==> src/hw/rtl/slfr_pkg.sv <==
`timescale 1ns / 1ps
// slfr_pkg: constants and the result type of the sync/length frame receiver
// no dependencies; used by slfr_apb_regs and sync_length_frame_receiver
package slfr_pkg;

  localparam logic [7:0]  SYNC_BYTE      = 8'h16;
  localparam logic [7:0]  END_BYTE       = 8'h0d;
  localparam logic [16:0] NO_LENGTH      = 17'h1ffff;
  localparam logic [16:0] HDR_COUNT      = 17'd7;
  localparam logic [7:0]  OVERHEAD_RESET = 8'd8;

  // register indexes on the configuration port
  localparam logic REG_FRAME_OVERHEAD = 1'b0;

  // one result transaction
  typedef struct packed {
    logic [15:0] payload_length;
    logic [15:0] command_code;
    logic        checksum_ok;
    logic        frame_done;
    logic        byte_kept;
    logic [10:0] byte_position;
  } rslt_t;

endpackage

==> src/hw/rtl/slfr_apb_regs.sv <==
`timescale 1ns / 1ps
// slfr_apb_regs: APB register file holding frame_overhead
// depends on slfr_pkg
module slfr_apb_regs (
  input  logic        clk,
  input  logic        rst,
  input  logic        psel,
  input  logic        penable,
  input  logic        pwrite,
  input  logic [2:0]  paddr,
  input  logic [31:0] pwdata,
  output logic [31:0] prdata,
  output logic        pready,
  output logic [7:0]  frame_overhead
);

  logic reg_index;
  logic wr_en;

  assign reg_index = paddr[2];
  assign pready    = 1'b1;
  assign wr_en     = psel && penable && pwrite && pready;

  always_ff @(posedge clk) begin
    if (rst) begin
      frame_overhead <= slfr_pkg::OVERHEAD_RESET;
    end else if (wr_en && reg_index == slfr_pkg::REG_FRAME_OVERHEAD) begin
      frame_overhead <= pwdata[7:0];
    end
  end

  always_comb begin
    unique case (reg_index)
      slfr_pkg::REG_FRAME_OVERHEAD: prdata = 32'(frame_overhead);
      default:                      prdata = 32'd0;
    endcase
  end

endmodule

==> src/hw/rtl/sync_length_frame_receiver.sv <==
`timescale 1ns / 1ps
// sync_length_frame_receiver: byte-stream deframer with sync, length and checksum
// depends on slfr_pkg and slfr_apb_regs
//
// Usage:
//   s_axis carries one received byte per transaction in s_tdata[7:0].
//   m_axis returns one result transaction for every accepted byte: its position in
//   the frame, whether it was kept, and the captured command and length words.
//   m_tlast marks the byte that completes a frame (0x0d at the expected total);
//   m_tuser[1] then gives the checksum verdict. frame_overhead sits at APB byte
//   address 0; the user must see it is written only while idle; no logic checks it.
// Timing:
//   m_tvalid is set at the accepting edge; one byte per cycle is sustained
//   while m_tready is high, set by the single state update plus output register.
//   The result register frees as it is taken, so s_tready stays high while
//   m_tready is high.
// Reset:
//   synchronous rst clears the frame state, sets frame_overhead to 8 and
//   empties the output register.
// Stall:
//   with m_tready low and a result held, s_tready drops until it is taken.
module sync_length_frame_receiver #(
  parameter int BUFFER_LIMIT = 1024
) (
  input  logic        clk,
  input  logic        rst,
  // apb configuration
  input  logic        psel,
  input  logic        penable,
  input  logic        pwrite,
  input  logic [2:0]  paddr,
  input  logic [31:0] pwdata,
  output logic [31:0] prdata,
  output logic        pready,
  // byte input
  input  logic        s_tvalid,
  output logic        s_tready,
  input  logic [7:0]  s_tdata,   // [7:0] rx_byte
  // result output
  output logic        m_tvalid,
  input  logic        m_tready,
  output logic [47:0] m_tdata,   // [10:0] byte_position, [26:11] command_code,
                                 // [42:27] payload_length, [47:43] zero
  output logic        m_tlast,   // frame_done
  output logic [1:0]  m_tuser    // [0] byte_kept, [1] checksum_ok
);

  localparam int PW = $clog2(BUFFER_LIMIT + 1);

  logic [7:0] frame_overhead;

  slfr_apb_regs u_regs (
    .clk            (clk),
    .rst            (rst),
    .psel           (psel),
    .penable        (penable),
    .pwrite         (pwrite),
    .paddr          (paddr),
    .pwdata         (pwdata),
    .prdata         (prdata),
    .pready         (pready),
    .frame_overhead (frame_overhead)
  );

  // frame state
  logic [PW-1:0] pos,            pos_next;
  logic [16:0]   expected_total, expected_total_next;
  logic [7:0]    running_sum,    running_sum_next;
  logic [7:0]    previous_byte,  previous_byte_next;
  logic [15:0]   captured_command, captured_command_next;
  logic [15:0]   captured_length,  captured_length_next;

  logic           accept;
  logic [16:0]    count;
  logic [7:0]     rx;
  slfr_pkg::rslt_t rslt_next, rslt;

  assign s_tready = !m_tvalid || m_tready;
  assign accept   = s_tvalid && s_tready;
  assign rx       = s_tdata;
  assign count    = 17'(pos) + 17'd1;

  always_comb begin
    pos_next              = pos;
    expected_total_next   = expected_total;
    running_sum_next      = running_sum;
    previous_byte_next    = previous_byte;
    captured_command_next = captured_command;
    captured_length_next  = captured_length;
    rslt_next             = '0;
    rslt_next.byte_kept   = 1'b1;

    if (count > slfr_pkg::HDR_COUNT) begin
      if (rx == slfr_pkg::END_BYTE && count == expected_total) begin
        rslt_next.frame_done  = 1'b1;
        rslt_next.checksum_ok = (running_sum == previous_byte);
        pos_next              = '0;
        expected_total_next   = slfr_pkg::NO_LENGTH;
        running_sum_next      = '0;
        previous_byte_next    = '0;
      end else if (count > expected_total || count > 17'(BUFFER_LIMIT)) begin
        // overrun: resync
        rslt_next.byte_kept = 1'b0;
        pos_next            = '0;
        expected_total_next = slfr_pkg::NO_LENGTH;
        running_sum_next    = '0;
        previous_byte_next  = '0;
      end else begin
        running_sum_next   = running_sum + previous_byte;
        previous_byte_next = rx;
        pos_next           = PW'(count);
      end
    end else if ((count == 17'd1 || count == 17'd2) && rx != slfr_pkg::SYNC_BYTE) begin
      // sync mismatch, byte is dropped without rescan
      rslt_next.byte_kept = 1'b0;
      pos_next            = '0;
      running_sum_next    = '0;
      previous_byte_next  = '0;
    end else begin
      case (count)
        17'd3: captured_command_next[7:0]  = rx;
        17'd4: captured_command_next[15:8] = rx;
        17'd5: captured_length_next[7:0]   = rx;
        17'd6: begin
          captured_length_next[15:8] = rx;
          expected_total_next = 17'({rx, captured_length[7:0]}) + 17'(frame_overhead);
        end
        default: ;
      endcase
      running_sum_next   = running_sum + previous_byte;
      previous_byte_next = rx;
      pos_next           = PW'(count);
    end

    rslt_next.byte_position  = 11'(pos);
    rslt_next.command_code   = captured_command_next;
    rslt_next.payload_length = captured_length_next;
  end

  always_ff @(posedge clk) begin
    if (rst) begin
      pos              <= '0;
      expected_total   <= slfr_pkg::NO_LENGTH;
      running_sum      <= '0;
      previous_byte    <= '0;
      captured_command <= '0;
      captured_length  <= '0;
    end else if (accept) begin
      pos              <= pos_next;
      expected_total   <= expected_total_next;
      running_sum      <= running_sum_next;
      previous_byte    <= previous_byte_next;
      captured_command <= captured_command_next;
      captured_length  <= captured_length_next;
    end
  end

  // output register
  always_ff @(posedge clk) begin
    if (rst) begin
      m_tvalid <= 1'b0;
    end else if (s_tready) begin
      m_tvalid <= s_tvalid;
    end
  end

  always_ff @(posedge clk) begin
    if (accept) begin
      rslt <= rslt_next;
    end
  end

  assign m_tdata = {5'd0, rslt.payload_length, rslt.command_code, rslt.byte_position};
  assign m_tlast = rslt.frame_done;
  assign m_tuser = {rslt.checksum_ok, rslt.byte_kept};

  // checks
  a_ok_needs_done: assert property (@(posedge clk) disable iff (rst)
    m_tvalid && m_tuser[1] |-> m_tlast)
    else $error("checksum_ok without frame_done");

  a_done_is_kept: assert property (@(posedge clk) disable iff (rst)
    m_tvalid && m_tlast |-> m_tuser[0])
    else $error("frame_done on a discarded byte");

  a_pos_in_buffer: assert property (@(posedge clk) disable iff (rst)
    17'(pos) <= 17'(BUFFER_LIMIT))
    else $error("position beyond buffer limit");

  a_no_length_in_header: assert property (@(posedge clk) disable iff (rst)
    17'(pos) < 17'd6 |-> expected_total == slfr_pkg::NO_LENGTH)
    else $error("expected total set before length captured");

  a_accept_gives_result: assert property (@(posedge clk) disable iff (rst)
    accept |=> m_tvalid)
    else $error("accepted byte produced no result");

endmodule
==> config.mk <==
export PLATFORM = sky130hd
export DESIGN_NAME = sync_length_frame_receiver
export DESIGN_NICKNAME = d
export VERILOG_FILES = /design/src/hw/rtl/slfr_pkg.sv /design/src/hw/rtl/slfr_apb_regs.sv /design/src/hw/rtl/sync_length_frame_receiver.sv
export SDC_FILE = /design/constraint.sdc
export NUM_CORES = 1
export LEC_CHECK = 0
export BUFFER_PORTS_ARGS = -buffer_cell sky130_fd_sc_hd__buf_4
export CAP_MARGIN = 10
export CORE_UTILIZATION = 30
export CTS_BUF_LIST = sky130_fd_sc_hd__clkbuf_8
export DETAILED_ROUTE_END_ITERATION = 16
export GPL_TIMING_DRIVEN = 1
export PLACE_DENSITY = 0.54
export SYNTH_ARGS = -nofsm -noshare
export SYNTH_HDL_FRONTEND = slang
export SYNTH_SLANG_ARGS = --single-unit
==> constraint.sdc <==
create_clock -name clk -period 4 [get_ports clk]
set_input_delay 0.8 -clock clk [delete_from_list [all_inputs] [get_ports clk]]
set_output_delay 0.8 -clock clk [all_outputs]
set_load 0.03 [all_outputs]
# After elaboration in Yosys (flattened, before gate mapping)
# Index checks and enable logic that the tools add are counted.
dict set report classes {
  n_shift 0
  order_cmp 3
  reduce_logical 13
  n_eq_ne 12
  n_mul 0
  add_sub_neg 3
  n_div 0
  n_bitwise 1
  muxes 31
}
# cell count
set op_table {}
lappend op_table {{two-way mux 8 bit} 13}
lappend op_table {{two-way mux 17 bit} 5}
lappend op_table {{two-way mux 16 bit} 4}
lappend op_table {{two-way mux 11 bit} 4}
lappend op_table {{== test 12 x 3 -> 1 bit, second input constant} 3}
lappend op_table {{== test 12 x 2 -> 1 bit, second input constant} 2}
lappend op_table {{adder 16 x 8 -> 17 bit} 1}
lappend op_table {{== test 12 x 17 -> 1 bit} 1}
lappend op_table {{greater-than comparator 12 x 17 -> 1 bit} 1}
lappend op_table {{adder 11 x 1 -> 12 bit, second input constant} 1}
lappend op_table {{== test 12 x 1 -> 1 bit, second input constant} 1}
lappend op_table {{greater-than comparator 12 x 11 -> 1 bit, second input constant} 1}
lappend op_table {{greater-than comparator 12 x 3 -> 1 bit, second input constant} 1}
lappend op_table {{adder 8 bit} 1}
lappend op_table {{== test 8 x 4 -> 1 bit, second input constant} 1}
lappend op_table {{== test 8 bit} 1}
lappend op_table {{inequality test 8 x 5 -> 1 bit, second input constant} 1}
lappend op_table {{logical AND 1 bit} 6}
lappend op_table {{two-way mux 1 bit} 5}
lappend op_table {{AND reduction 4 bit} 1}
lappend op_table {{logical OR 1 bit} 3}
lappend op_table {{inequality test 3 x 1 -> 1 bit, second input constant} 1}
lappend op_table {{inequality test 2 bit, second input constant} 1}
lappend op_table {{AND reduction 2 bit} 1}
lappend op_table {{other kinds (3)} 3}
dict set report word_totals {
  wordCells 77
  mem_count 0
  ramBits 0
  latch_bits 0
  inputBits 50
  mem_bits_ro 0
  regBits 131
  output_inout_bits 86
}

# Longest topological paths before layout
dict set report logic_depth {
  word_depth 6
  mapped_depth 15
  depth_no_buf 12
}

# Hierarchy
# From an unflattened synthesis, not the netlist that was laid out.
dict set report hier_totals {
  hier_cells 673
  area_unflattened_um2 7013.0
}
# module seq_area_each_um2 cells_each n_inst area_each_um2
set modules_own_cells {}
lappend modules_own_cells {sync_length_frame_receiver 2922.8 603 1 6387.4}
lappend modules_own_cells {slfr_apb_regs 160.2 70 1 625.6}

# Least setup slack after synthesis
# OpenSTA, ideal clock, no wires.
dict set report synth_timing {
  kind {input port to flip-flop}
  startpoint {input m_tready}
  endpoint {register pos[3]}
  setup_time_ns 0.073
  path_stages 7
  path_buffers 2
  setup_slack_ns 0.413
  arrival_time_ns 3.513
  path_cell_list {nand2b_1 > nand2_1 > inv_1 > clkbuf_1 > clkbuf_1 > nand4_1 > a21oi_1}
}
dict set report synth_between {
  elab_chain_cells 2
}
# element line
set synth_lines {}
lappend synth_lines {{start: declaration} sync_length_frame_receiver.sv:41} ;# input logic m_tready,
lappend synth_lines {{logical OR 1 bit} sync_length_frame_receiver.sv:78} ;# assign s_tready = !m_tvalid || m_tready;
lappend synth_lines {{logical AND 1 bit} sync_length_frame_receiver.sv:79} ;# assign accept = s_tvalid && s_tready;
lappend synth_lines {{named net accept} sync_length_frame_receiver.sv:73} ;# logic accept;
lappend synth_lines {{end signal: assignment} sync_length_frame_receiver.sv:149} ;# pos <= pos_next;
lappend synth_lines {{end: declaration} sync_length_frame_receiver.sv:66} ;# logic [PW-1:0] pos, pos_next;
# The timed path passes the listed nets, and every way through them passes these cells.
# A chain may end at the register's enable or synchronous reset.

# Worst setup path after layout
dict set report layout_timing {
  startpoint {register pos[4]}
  endpoint {register expected_total[1]}
}
dict set report layout_between {
  elab_chain_cells 6
  elab_cells_between_ends 18
}
# element line
set layout_lines {}
lappend layout_lines {{adder 11 x 1 -> 12 bit (*)} sync_length_frame_receiver.sv:81} ;# assign count = 17'(pos) + 17'd1;
lappend layout_lines {{branches (longest 5 deep; another with greater-than comparator 12 x 17 -> 1 bit)} n/a}
lappend layout_lines {{end signal: assignment} sync_length_frame_receiver.sv:143} ;# expected_total <= slfr_pkg::NO_LENGTH;
lappend layout_lines {{end signal: assignment} sync_length_frame_receiver.sv:150} ;# expected_total <= expected_total_next;
lappend layout_lines {{end: declaration} sync_length_frame_receiver.sv:67} ;# logic [16:0] expected_total, expected_total_next;
# Every way passes the cells marked *.

==> flow_summary.yaml <==
sta:
  hold_viol_final: 0
  worst_pin_slew_ps: 905
  max-slew-margin-rel_pct: 39.7
  rsz0062_at_grt: "false"
  tns_ps: 0
  fin_ws_ps: 414
  period_share_pct: 89.7
  slew_viol_final: 0
  setup_viol: 0
  fmax_mhz: 279
  clock_skew_ps: 14.0
  finalCriticalPeriod_ps: 3590
final_layout:
  finish.utilization_pct: 35.6
  final_cell_mix: "buf_4 (97), dfxtp_1 (85), nand2_1 (84), nor2_1 (53), edfxtp_1 (46)"
  diodes: 0
  area_growth_pct: 16.8
  final_common_cell: "buf_4"
  fin_nets: 856
  fillers: 2315
  layout-drive-gt1-share_pct: 23.2
worst_hold_path:
  hold_path.class: "register to register"
power:
  power_density_nw_per_um2: 327
  irDropWorstVdd_v: 0.000171
  p_leak_uw: 0.00335
clock_network:
  cts_setup_buffers: 0
  hold_buffers: 0
  clkLatencyLatePin_ps: 450
  root_buffer: "clkbuf_8"
  cts_max_level: 4
  cts.sinks: 131
  clk_pin_slew_worst_paths_ps: 80
  numCtsBuffers: 17
  cts_tree: "done"
  cts_resized: 0
  clockBufferDepth: 2
critical_path:
  crit_family: "simple AND/OR/NAND/NOR gates"
  worst-path-buf-inv: 1
  max_stage_delay_ps: 500
  worst-path-max-fanout: 7
  crit_chain: "nand3_1 > nor3_1 > nand2_1 > xnor2_1 > ha_1 > nand3_1 > nor4_1 > and4_1 > o22ai_1 > nor3b_2 > or2_1 > buf_4 > a21oi_1"
  cp.arrival_ps: 3900
  critical_path_class: "register to register"
  cpMostUsedCell: "nand3_1"
  slowest_stage: "dfxtp_1"
  cp.required_ps: 4310
  cp-end-kind: "register"
  startpoint_type: "register"
route:
  drt_iter0_markers: 368
  via_per_inst: 4.75
  vias: 5094
  routed_wl_um: 16400
  drtAntennaViolNets: 0
  remaining_drc_errors: 0
  first_pass_iters: 5
  wire_per_inst_um: 15.3
synthesis:
  ys_seq_area_share_pct: 44.8
  syn_area_per_cell_um2: 9.87
  synth_edf_count: 46
  syn_area_um2: 6880
  ys_ff_latch: 131
  synth_top_flop_cell: "dfxtp_1"
  yosysUniqueCellTypes: 67
  synth_cells: 697
  synth_async_sr_flop_share_pct: 0
  yosys_warnings: 0
floorplan:
  dieArea_um2: 23500
  core-area_um2: 22600
  io_pins: 136
  chipWidth_um: 153
  start_util_pct: 30.5
  die_h_um: 153
  num_rows: 55
global_routing:
  antenna_found_initial: 0
  grt_pass1_vias: 4840
  grt_pass1_wl_um: 26200
  grt_max_degree: 83
  overflow: 0
  grt_use_total_pct: 14.4
placed_design:
  place_congestion: 0.823
  post-place-ws_ps: 439
  portBuffers: 79
  hpwl_um: 11300
flow_run:
  drv_cap: 0
outcome:
  run_status: "completed"
-- layout make-up --
class / count / area, um2 / area share, %
multi-input combinational: 500 / 3400 / 42.3
sequential: 131 / 3080 / 38.4
timing repair buffer: 98 / 748 / 9.31
tap: 285 / 357 / 4.44
clock buffer: 17 / 234 / 2.91
clock inverter: 15 / 110 / 1.37
inverter: 27 / 101 / 1.26
-- final timing paths --
| path | startpoint | to | slack (ps) | cells past startpoint |
|---|---|---|---|---|
| worst max register to register | pos[4] | expected_total[1] | 410 | 13 |
| worst min register to register | captured_command[3] | captured_command[3] | 450 | 2 |
| worst min-delay path | captured_command[3] | captured_command[3] | 450 | 2 |
| worst max-delay path | pos[4] | expected_total[1] | 410 | 13 |
-- Yosys cell counts, types with 12 or more instances --
| library cell | count | share of area, % |
|---|---|---|
| nand2_1 | 84 | 4.6 |
| clkbuf_1 | 17 | 0.93 |
| ha_1 | 29 | 5.3 |
| xor2_1 | 12 | 1.5 |
| buf_2 | 15 | 1.1 |
| inv_1 | 27 | 1.5 |
| xnor2_1 | 19 | 2.4 |
| mux2_2 | 31 | 5.1 |
| a21oi_1 | 39 | 2.8 |
| edfxtp_1 | 46 | 20 |
| nor2b_1 | 13 | 1.2 |
| dfxtp_1 | 85 | 25 |
| mux2i_1 | 17 | 2.5 |
| buf_4 | 32 | 3.5 |
| o21ai_0 | 16 | 1.2 |
| a22o_1 | 14 | 1.8 |
| nor2_1 | 53 | 2.9 |
| nor4_1 | 16 | 1.5 |
-- layer usage --
metal,GRT usage [%],share of wire (%),up-vias
met1,19.4,49,2405
met3,3.60,4.3,10
met5,0,0,-
li1,-,-,2570
met4,3.95,0.97,0
met2,23.0,46,109
-- worst min-delay path, delay by kind of cell, from the launching register on --
kind	cells	cell delay, ps
flip-flops	1	310
AO/OA/AOI/OAI	1	50
AND/OR/NAND/NOR	1	50
-- sequential cells by signal (all words and copies together), names as in the netlist --
register               cells
captured_command          16
m_tdata                   43
captured_length           16
previous_byte              8
pos                       11
m_tlast                    1
expected_total            17
m_tvalid                   1
u_regs.frame_overhead      8
m_tuser                    2
running_sum                8
-- power by group --
group / leakage, uW / switching [uW] / internal (uW)
clock: 0.000176 / 566 / 433
sequential: 0.00115 / 8.68 / 1400
combinational: 0.00203 / 166 / 58.2
total: 0.00335 / 741 / 1890
-- logic make-up (layout without fill, tap and decap cells) --
| kind of cell | after synthesis | in the layout | share of synthesized area, % |
|---|---|---|---|
| muxes | 48 | 48 | 7.55 |
| xor gates and xnor gates | 33 | 33 | 4.60 |
| and+or+nand+nor | 235 | 235 | 17.6 |
| adders and majority gates | 31 | 31 | 5.86 |
| AOI/OAI and AO/OA | 123 | 123 | 12.2 |
| DFF | 131 | 131 | 44.8 |
| other | 2 | 30 | 0.109 |
| buffers and inverters | 94 | 157 | 7.26 |
-- per-stage QoR --
step	cells	hold slack, ps	area, um2	power (uW)
global route	1073	466	8030	2740
CTS	1073	453	8030	2660
finish	1073	451	8030	2630
global placement	1041	438	7690	1660
floorplan	725	403	6980	1600
detailed placement	1041	441	7690	1660
Power figures use the tool's default switching activity.
